File: src/hdl/assert_macros.svh
// Assertion macros shared by the RTL files of the UTF-8 stream decoder.
// No dependencies; files that assert take this header with an include.
`ifndef ASSERT_MACROS_SVH
`define ASSERT_MACROS_SVH
`ifndef NO_ASSERTIONS
`define ASSERT_ALWAYS(label, clk, rst, expr) \
  label: assert property (@(posedge clk) disable iff (rst) (expr)) \
    else $error("assertion failed: condition does not hold");
`define ASSERT_IMPL(label, clk, rst, ante, cons) \
  label: assert property (@(posedge clk) disable iff (rst) (ante) |-> (cons)) \
    else $error("assertion failed: implication does not hold");
`define ASSERT_NEXT(label, clk, rst, ante, cons) \
  label: assert property (@(posedge clk) disable iff (rst) (ante) |=> (cons)) \
    else $error("assertion failed: next-cycle implication does not hold");
`else
`define ASSERT_ALWAYS(label, clk, rst, expr)
`define ASSERT_IMPL(label, clk, rst, ante, cons)
`define ASSERT_NEXT(label, clk, rst, ante, cons)
`endif
`endif

File: src/hdl/u8d_pkg.sv
// Shared types and constants of the UTF-8 stream decoder.
// No dependencies; imported by the decode stage, the result queue and the top level.
`timescale 1ns / 1ps

package u8d_pkg;

  typedef enum logic [1:0] {
    KIND_CP      = 2'd0,
    KIND_INVALID = 2'd1,
    KIND_TRUNC   = 2'd2,
    KIND_END     = 2'd3
  } kind_t;

  localparam logic [7:0]  CONT_MASK    = 8'hC0;
  localparam logic [7:0]  CONT_TAG     = 8'h80;
  localparam logic [7:0]  BAD_LEAD     = 8'hFE;
  localparam logic [7:0]  PAYLOAD_MASK = 8'h3F;
  localparam logic [30:0] ASCII_MAX    = 31'h7F;

  localparam int FIFO_DEPTH = 8;
  localparam int FIFO_AW    = $clog2(FIFO_DEPTH);
  localparam int FIFO_CW    = $clog2(FIFO_DEPTH + 1);

  typedef struct packed {
    kind_t       kind;
    logic [30:0] code_point;
    logic [2:0]  seq_len;
    logic        last;
  } result_t;

  // Up to two results leave the decode stage per byte; slot 1 only with slot 0.
  typedef struct packed {
    logic [1:0]         valid;
    result_t [1:0]      slot;
  } push_t;

endpackage

File: src/hdl/u8d_decode.sv
// Decode stage: input byte register, sequence state and the result logic.
// Depends on u8d_pkg and assert_macros.svh.
`timescale 1ns / 1ps
`include "assert_macros.svh"

module u8d_decode
  import u8d_pkg::*;
(
  input  logic       clk,
  input  logic       rst,
  input  logic       load,
  input  logic [7:0] byte_in,
  output logic       busy,
  output push_t      push
);

  typedef struct packed {
    logic        has_res;
    result_t     res;
    logic [2:0]  len;
    logic [2:0]  pend;
    logic [30:0] init;
  } first_t;

  logic        valid_q;
  logic [7:0]  byte_q;
  logic [2:0]  pending;
  logic [2:0]  seqlen;
  logic [30:0] partial;
  logic [2:0]  pending_next;
  logic [2:0]  seqlen_next;
  logic [30:0] partial_next;
  logic        is_cont;
  logic [30:0] cont_value;
  first_t      fb;

  function automatic first_t first_byte(input logic [7:0] b);
    first_t f;
    logic [2:0] n;
    f.has_res         = 1'b1;
    f.res.kind        = KIND_CP;
    f.res.code_point  = '0;
    f.res.seq_len     = 3'd1;
    f.res.last        = 1'b1;
    f.len             = 3'd0;
    f.pend            = 3'd0;
    f.init            = '0;
    n                 = 3'd6;
    if (b == 8'd0) begin
      f.res.kind = KIND_END;
    end else if (!b[7]) begin
      f.res.code_point = {23'd0, b};
    end else if ((b & CONT_MASK) == CONT_TAG || (b & BAD_LEAD) == BAD_LEAD) begin
      f.res.kind = KIND_INVALID;
    end else begin
      // A lead byte opens a sequence and reports nothing yet.
      if (b[7:5] == 3'b110) begin
        n = 3'd2;
      end else if (b[7:4] == 4'b1110) begin
        n = 3'd3;
      end else if (b[7:3] == 5'b11110) begin
        n = 3'd4;
      end else if (b[7:2] == 6'b111110) begin
        n = 3'd5;
      end
      f.has_res = 1'b0;
      f.len     = n;
      f.pend    = n - 3'd1;
      f.init    = {23'd0, b & (8'hFF >> n)};
    end
    return f;
  endfunction

  always_ff @(posedge clk) begin
    if (rst) begin
      valid_q <= 1'b0;
      pending <= '0;
      seqlen  <= '0;
      partial <= '0;
    end else begin
      valid_q <= load;
      pending <= pending_next;
      seqlen  <= seqlen_next;
      partial <= partial_next;
    end
  end

  always_ff @(posedge clk) begin
    if (load) begin
      byte_q <= byte_in;
    end
  end

  assign busy       = valid_q;
  assign is_cont    = (byte_q & CONT_MASK) == CONT_TAG;
  assign cont_value = {partial[24:0], byte_q[5:0] & PAYLOAD_MASK[5:0]};
  assign fb         = first_byte(byte_q);

  always_comb begin
    pending_next = pending;
    seqlen_next  = seqlen;
    partial_next = partial;
    push         = '0;
    if (valid_q) begin
      if (pending != 3'd0 && is_cont) begin
        pending_next = pending - 3'd1;
        partial_next = cont_value;
        if (pending == 3'd1) begin
          push.valid[0]              = 1'b1;
          push.slot[0].kind          = (cont_value > ASCII_MAX) ? KIND_CP : KIND_INVALID;
          push.slot[0].code_point    = (cont_value > ASCII_MAX) ? cont_value : '0;
          push.slot[0].seq_len       = seqlen;
          push.slot[0].last          = 1'b1;
          seqlen_next                = '0;
          partial_next               = '0;
        end
      end else if (pending != 3'd0) begin
        // Broken sequence: report the bytes taken, then treat this byte afresh.
        push.valid[0]           = 1'b1;
        push.slot[0].kind       = (byte_q == 8'd0) ? KIND_TRUNC : KIND_INVALID;
        push.slot[0].code_point = '0;
        push.slot[0].seq_len    = seqlen - pending;
        push.slot[0].last       = !fb.has_res;
        push.valid[1]           = fb.has_res;
        push.slot[1]            = fb.res;
        pending_next            = fb.pend;
        seqlen_next             = fb.len;
        partial_next            = fb.init;
      end else begin
        push.valid[0] = fb.has_res;
        push.slot[0]  = fb.res;
        pending_next  = fb.pend;
        seqlen_next   = fb.len;
        partial_next  = fb.init;
      end
    end
  end

  `ASSERT_IMPL(a_slot1_needs_slot0, clk, rst, push.valid[1], push.valid[0])
  `ASSERT_ALWAYS(a_pending_range, clk, rst, pending <= 3'd5)
  `ASSERT_IMPL(a_len_covers_pending, clk, rst, pending != 3'd0, seqlen > pending)

endmodule

File: src/hdl/u8d_fifo.sv
// Result queue: takes up to two results per cycle and hands out one.
// Depends on u8d_pkg and assert_macros.svh.
`timescale 1ns / 1ps
`include "assert_macros.svh"

module u8d_fifo
  import u8d_pkg::*;
(
  input  logic               clk,
  input  logic               rst,
  input  push_t              push,
  input  logic               pop,
  output logic               not_empty,
  output result_t            head,
  output logic [FIFO_CW-1:0] level
);

  result_t              mem [FIFO_DEPTH];
  logic [FIFO_AW-1:0]   wr_ptr;
  logic [FIFO_AW-1:0]   rd_ptr;
  logic [FIFO_CW-1:0]   count;
  logic [FIFO_CW-1:0]   count_next;
  logic [FIFO_AW-1:0]   wr_ptr_next;
  logic [FIFO_CW-1:0]   push_n;

  assign push_n      = FIFO_CW'(push.valid[0]) + FIFO_CW'(push.valid[1]);
  assign count_next  = count + push_n - FIFO_CW'(pop);
  assign wr_ptr_next = wr_ptr + FIFO_AW'(push_n);

  always_ff @(posedge clk) begin
    if (rst) begin
      wr_ptr <= '0;
      rd_ptr <= '0;
      count  <= '0;
    end else begin
      wr_ptr <= wr_ptr_next;
      count  <= count_next;
      if (pop) begin
        rd_ptr <= rd_ptr + FIFO_AW'(1);
      end
    end
  end

  always_ff @(posedge clk) begin
    if (push.valid[0]) begin
      mem[wr_ptr] <= push.slot[0];
    end
    if (push.valid[1]) begin
      mem[wr_ptr + FIFO_AW'(1)] <= push.slot[1];
    end
  end

  assign not_empty = count != '0;
  assign head      = mem[rd_ptr];
  assign level     = count;

  `ASSERT_ALWAYS(a_no_overflow, clk, rst, count <= FIFO_CW'(FIFO_DEPTH))
  `ASSERT_IMPL(a_room_for_pair, clk, rst, push.valid[1], count <= FIFO_CW'(FIFO_DEPTH - 2))
  `ASSERT_NEXT(a_pop_drains, clk, rst, pop && push_n == '0, count == $past(count) - FIFO_CW'(1))

endmodule

File: src/hdl/utf8_stream_decoder_top.sv
// Top level of the UTF-8 stream decoder: decode stage and result queue.
// Depends on u8d_pkg, u8d_decode and u8d_fifo.
//
//   Channel  Handshake              Payload
//   input    in_valid / in_ready    byte_in[7:0]
//   output   out_valid / out_ready  kind[1:0], code_point[30:0], seq_len[2:0], last
//
// One byte is taken per clock while in_ready is high; its results pass through the decode stage's
// byte register and then the result queue. A byte that breaks a sequence and is not itself a lead
// byte yields two results, which leave the queue one after the other. in_ready falls when the
// eight-entry result queue could not hold the worst case of the byte in decode and the next one.
// in_ready depends on the queue level and on whether a byte is in decode, never on out_ready.
// Reset clears the sequence state and empties the queue; no clearing pass is needed.
`timescale 1ns / 1ps

module utf8_stream_decoder_top
  import u8d_pkg::*;
(
  input  logic        clk,
  input  logic        rst,
  input  logic        in_valid,
  output logic        in_ready,
  input  logic [7:0]  byte_in,
  output logic        out_valid,
  input  logic        out_ready,
  output logic [1:0]  kind,
  output logic [30:0] code_point,
  output logic [2:0]  seq_len,
  output logic        last
);

  logic               load;
  logic               busy;
  push_t              push;
  result_t            head;
  logic [FIFO_CW-1:0] level;
  logic [FIFO_CW:0]   need;

  // Reserve two entries for the byte in decode and two for the incoming one.
  assign need     = {1'b0, level} + (busy ? (FIFO_CW + 1)'(4) : (FIFO_CW + 1)'(2));
  assign in_ready = need <= (FIFO_CW + 1)'(FIFO_DEPTH);
  assign load     = in_valid && in_ready;

  u8d_decode u_decode (
    .clk     (clk),
    .rst     (rst),
    .load    (load),
    .byte_in (byte_in),
    .busy    (busy),
    .push    (push)
  );

  u8d_fifo u_fifo (
    .clk       (clk),
    .rst       (rst),
    .push      (push),
    .pop       (out_valid && out_ready),
    .not_empty (out_valid),
    .head      (head),
    .level     (level)
  );

  assign kind       = head.kind;
  assign code_point = head.code_point;
  assign seq_len    = head.seq_len;
  assign last       = head.last;

endmodule

File: config.mk
export PLATFORM = sky130hd
export DESIGN_NAME = utf8_stream_decoder_top
export DESIGN_NICKNAME = d
export VERILOG_FILES = /design/src/hdl/u8d_pkg.sv /design/src/hdl/u8d_decode.sv /design/src/hdl/u8d_fifo.sv /design/src/hdl/utf8_stream_decoder_top.sv
export VERILOG_INCLUDE_DIRS = /design/src /design/src/hdl
export SDC_FILE = /design/constraint.sdc
export NUM_CORES = 1
export LEC_CHECK = 0
export ABC_AREA = 1
export ABC_CLOCK_PERIOD_IN_PS = 4900
export BUFFER_PORTS_ARGS = -buffer_cell sky130_fd_sc_hd__buf_4
export CAP_MARGIN = 30
export CORE_MARGIN = 2
export CORE_UTILIZATION = 27
export DETAILED_ROUTE_END_ITERATION = 8
export SYNTH_ARGS = -nofsm -noshare
export SYNTH_HDL_FRONTEND = slang
export SYNTH_HIERARCHICAL = 1
export SYNTH_SLANG_ARGS = --single-unit
File: constraint.sdc
create_clock -name clk -period 4.9 [get_ports clk]
set_input_delay 0.49 -clock clk [delete_from_list [all_inputs] [get_ports clk]]
set_output_delay 0.49 -clock clk [all_outputs]
set_load 0.05 [all_outputs]
**Word level (Yosys, flattened, before mapping)**

Memories as Yosys holds them, arrays and structs flattened. A register that Yosys moved wholly into a read port is not among the register bits.
Index checks and enable logic that the tools add are counted.

- Register bits: 50
- Latch bits: 0
- Memory bits (writable): 296
- Memory bits (read-only): 0
- Input port bits: 12
- Output and inout bits: 39
- Logic and storage cells: 83
- Memories: 1

Memories:

| name | words | width | rd ports | clocked after memory_dff | write ports | RTL line | source |
|---|---|---|---|---|---|---|---|
| u_fifo.mem | 8 | 37 | 1 | 1 | 2 | u8d_fifo.sv:18 | `result_t mem [FIFO_DEPTH];` |

- Add/subtract/negate cells: 10
- Multiply operators: 0
- Div/mod/pow operators: 0
- Order comparisons: 2
- Equal/unequal tests: 8
- Shift operators: 1
- Multiplexer cells: 43
- Bitwise logic cells: 1
- Reductions and logical operators: 9

Operators with widths:

| cell | count |
|---|---|
| 37-bit 2-to-1 mux | 8 |
| 76-bit 2-to-1 mux | 1 |
| 25-bit 2-to-1 mux | 2 |
| 3-bit 2-to-1 mux | 12 |
| 31-bit by 7-bit greater-than comparator with 1-bit output, second input constant | 1 |
| 31-bit 2-to-1 mux | 1 |
| 7-bit 2-to-1 mux | 2 |
| 1-bit 2-to-1 mux | 13 |
| 8-bit AND | 1 |
| 8-bit logical NOT | 1 |
| 2-bit 2-to-1 mux | 4 |
| 8-bit by 3-bit right shift with 8-bit output, first input constant | 1 |
| 7-bit equality test, second input constant | 1 |
| 3-bit by 1-bit adder with 3-bit output, second input constant | 2 |
| 6-bit equality test, second input constant | 1 |
| 3-bit by 1-bit subtractor with 3-bit output, second input constant | 2 |
| 4-bit by 3-bit adder with 5-bit output | 1 |
| 5-bit equality test, second input constant | 1 |
| 5-bit by 4-bit <= comparator with 1-bit output, second input constant | 1 |
| 4-bit adder | 1 |
| 4-bit equality test, second input constant | 1 |
| 4-bit nonzero test | 1 |
| 4-bit by 1-bit subtractor with 4-bit output | 1 |
| 3-bit adder | 1 |
| 11 further kinds | 13 |

**Depth between registers and ports, before layout**

- Depth in word-level cells: 14
- Mapped depth: 18
- Depth with buffers taken out: 17

**By module**

The synthesis kept the hierarchy.

Modules (own cells, without submodules):

| module | times used | cells each | area an instance (um^2) | seq. area each (um^2) |
|---|---|---|---|---|
| u8d_fifo | 1 | 2474 | 18672.9 | 9148.8 |
| u8d_decode | 1 | 376 | 2742.6 | 880.8 |
| utf8_stream_decoder_top | 1 | 22 | 123.9 | 0.0 |

**Least setup slack after synthesis**

OpenSTA, ideal clock, no wires.

- Path type: reg2reg
- Start point: reg u_decode.pending[1]
- End point: mem u_fifo/mem[1][0] (netlist name) (enable)
- Library setup time: 483 ps
- Data arrival time: 4026 ps
- Required time: 4417 ps
- Slack: 391 ps
- Stages on the path, launching flop included: 12
- Buffers on the path: 1
- Period minus slack after synthesis: 4509 ps
- Path through: dfxtp_1 -> inv_1 -> ha_1 -> nand2_4 -> nand3_4 -> nand2_4 -> inv_2 -> buf_6 -> o21ai_1 -> inv_1 -> nand2_1 -> o21ai_0

RTL lines:

| what | RTL line | source |
|---|---|---|
| start: declaration | u8d_decode.sv:27 | `logic [2:0] pending;` |
| start signal: assignment | u8d_decode.sv:82 | `pending <= pending_next;` |
| end: declaration | u8d_fifo.sv:18 |  |

==> out/metrics.yaml <==
status: "finished, final reports clean"
seq_power_share_pct: 34.2
cts_tree: "yes"
end_kind: "flip-flop"
p_sw_share_pct: 41.71
min_period_ns: 3.579
post_cts_resized: 0
timing.final.crit_share_pct: 73.05
holdBufCountCts: 0
setup_tns_ns: 0
num_vias: 18397
setup_viol: 0
syn_area_um2: 21540
die_h_um: 286.4
max_slew_margin_pct: 30.57
postRouteAntennaNets: 0
yosys_warnings: 6
power.density_nw_per_um2: 452.4
row_count: 103
antenna_found_initial: 0
cts.path.max_buffers: 3
cp_max_fo: 38
cts_root_buf: "clkbuf_16"
grtUsageTotal_pct: 15.77
gp_congestion: 0.8490
power.leakage_nw: 10.86
maxCapViolCount: 0
slew_viol_final: 0
clk_pin_slew_ns: 0.06
pwr-share-comb_pct: 37.0
cts_setup_buffers: 0
post-dp-hpwl_um: 38130
wl_um: 65800
drive_above_1_share_pct: 8.541
synth_top_cell_area_share_pct: 42.38
grt_pass1_wl_um: 102200
critPathArrivalTime_ns: 3.82
cts_made_buffers: 40
hold-worst-slack_ns: 0.1016
netlist_instances: 2872
ys_seq_area_share_pct: 46.56
final_common_cell: "nand2_1"
tightestPinTransition_ns: 1.042
die-area_um2: 82050
drc: 0
layout_common_cells: "nand2_1, inv_1, edfxtp_1, nand4_1, nand3_1"
syn2layout_area_growth_pct: 9.782
nets: 2766
core-area_um2: 79000
drt_iter0_markers: 2148
placed_cells: 3740
clkSinkCount: 349
clock_latency_ns: 0.59
wl_per_cell_um: 17.26
yosysTopAreaCell: "edfxtp_1"
die_x_um: 286.4
hold_path_class: "primary input to flip-flop"
clock.fmax_mhz: 279.4
first_pass_iters: 6
final_hold_viol_count: 0
ys_seq_elements: 349
fin_cells: 3813
overflow: 0
fill_cells: 8334
skew_ns: 0.03325
switching_power_mw: 4.462
grt_setup_unrepaired: "false"
drt-vias-per-instance: 4.825
port_buffers: 50
grt_max_degree: 87
avgSynthCellArea_um2: 7.500
pin_count: 51
crit_type: "flip-flop to flip-flop"
start_util_pct: 27.27
setup.worst_path.start_class: "flip-flop"
internal_power_mw: 6.237
antenna_cells: 0
cp_data_required_time_ns: 5.15
yosysUniqueCellTypes: 35
vdd_drop_max_mv: 0.3005
p_clk_share_pct: 28.7
cts_htree_levels: 2
ys_top_cells_by_area: "edfxtp_1, nand2_1, nand4_1"
grt_pass1_vias: 17223
area by class of cell:
class	instances	area (um^2)	area share, %
sequential	349	10040	42.46
multi-input combinational	1861	8742	36.97
inverter	385	1455	6.154
tap	1050	1314	5.556
clock buffer	47	1037	4.386
timing repair buffer	95	770.7	3.259
clock inverter	26	287.8	1.217
cells by family (layout without fill, tap and decap cells):
kind of cell / after synthesis / count (layout) / synth area share, %
simple gates: 1709 / 1709 / 34.77
compound gates: 99 / 99 / 2.986
flops: 349 / 349 / 46.56
buf+inv: 687 / 553 / 14.04
other cells: 1 / 26 / 0.01741
xor+xnor: 5 / 5 / 0.2033
fa+ha+maj: 22 / 22 / 1.417
synth_stat cells, drive strengths merged:
library cell and count:
nand2 1153, inv 384, edfxtp 304, nand4 297, buf 213, nand3 168, clkbuf 89, nor2 81
o21ai 47, dfxtp 45, a21oi 31, a211oi 20, ha 18, nor3 8, fa 4, xnor2 4
clkinv 1, conb 1, nand3b 1, o211ai 1, or2 1, xor2 1
worst max-delay path: stages, from the launching register on:
cell      delay, ns
edfxtp_1       0.68
nand2_2        0.15
nor2_2         0.15
nand2_1        0.14
a21oi_1        0.36
inv_2          0.08
nor2_4         0.09
buf_4          0.40
nand3_2        0.11
buf_4          0.34
o21ai_4        0.34
buf_4          0.39
power by group through the flow:
stage,clock (mW),combinational (mW),sequential [mW]
after global placement,0,3.95,3.72
after CTS,3.13,3.98,3.66
after global routing,3.23,4.33,3.69
final,3.07,3.96,3.66
after floorplan,0,2.89,3.60
after detailed placement,0,3.97,3.73
state kept, by name (all words and copies together), names as in the netlist, named ones only:
signal,flops
u_fifo/level,4
u_decode/partial,25
u_fifo/mem,296
u_decode/pending,3
u_decode/byte_q,8
u_fifo/rd_ptr,3
u_fifo/wr_ptr,3
u_decode/busy,1
u_decode/seqlen,3
final timing paths:
| path | startpoint | end | slack, ns | cells past startpoint |
|---|---|---|---|---|
| setup / recovery | u_decode/byte_q[7] | u_fifo/mem[1][30] | 1.32 | 11 |
| hold / removal | byte_in[0] | u_decode/byte_q[0] | 0.10 | 1 |
| hold reg to reg | u_decode/seqlen[0] | u_decode/seqlen[0] | 0.49 | 2 |
| setup reg to reg | u_decode/byte_q[7] | u_fifo/mem[1][30] | 1.32 | 11 |
metal layers:
metal | vias up | track usage (%) | share of wire (%)
met4 | 0 | 5.314 | 2.5
met2 | 780 | 25.67 | 47
met1 | 8599 | 21.50 | 43
li1 | 8914 | - | -
met5 | - | 0 | 0
met3 | 104 | 2.130 | 7.5
stage by stage:
step | util, % | power, mW | setup WS (ns) | area (um^2)
floorplan | - | 6.494 | 0.3913 | 21630
global placement | 28.23 | 7.671 | 1.374 | 22300
detailed placement | 28.26 | 7.694 | 1.346 | 22320
CTS | 29.93 | 10.78 | 1.341 | 23650
global route | 29.93 | 11.25 | 1.078 | 23650
finish | 29.93 | 10.70 | 1.321 | 23650
Note: power is estimated with default switching activity, not from simulation.
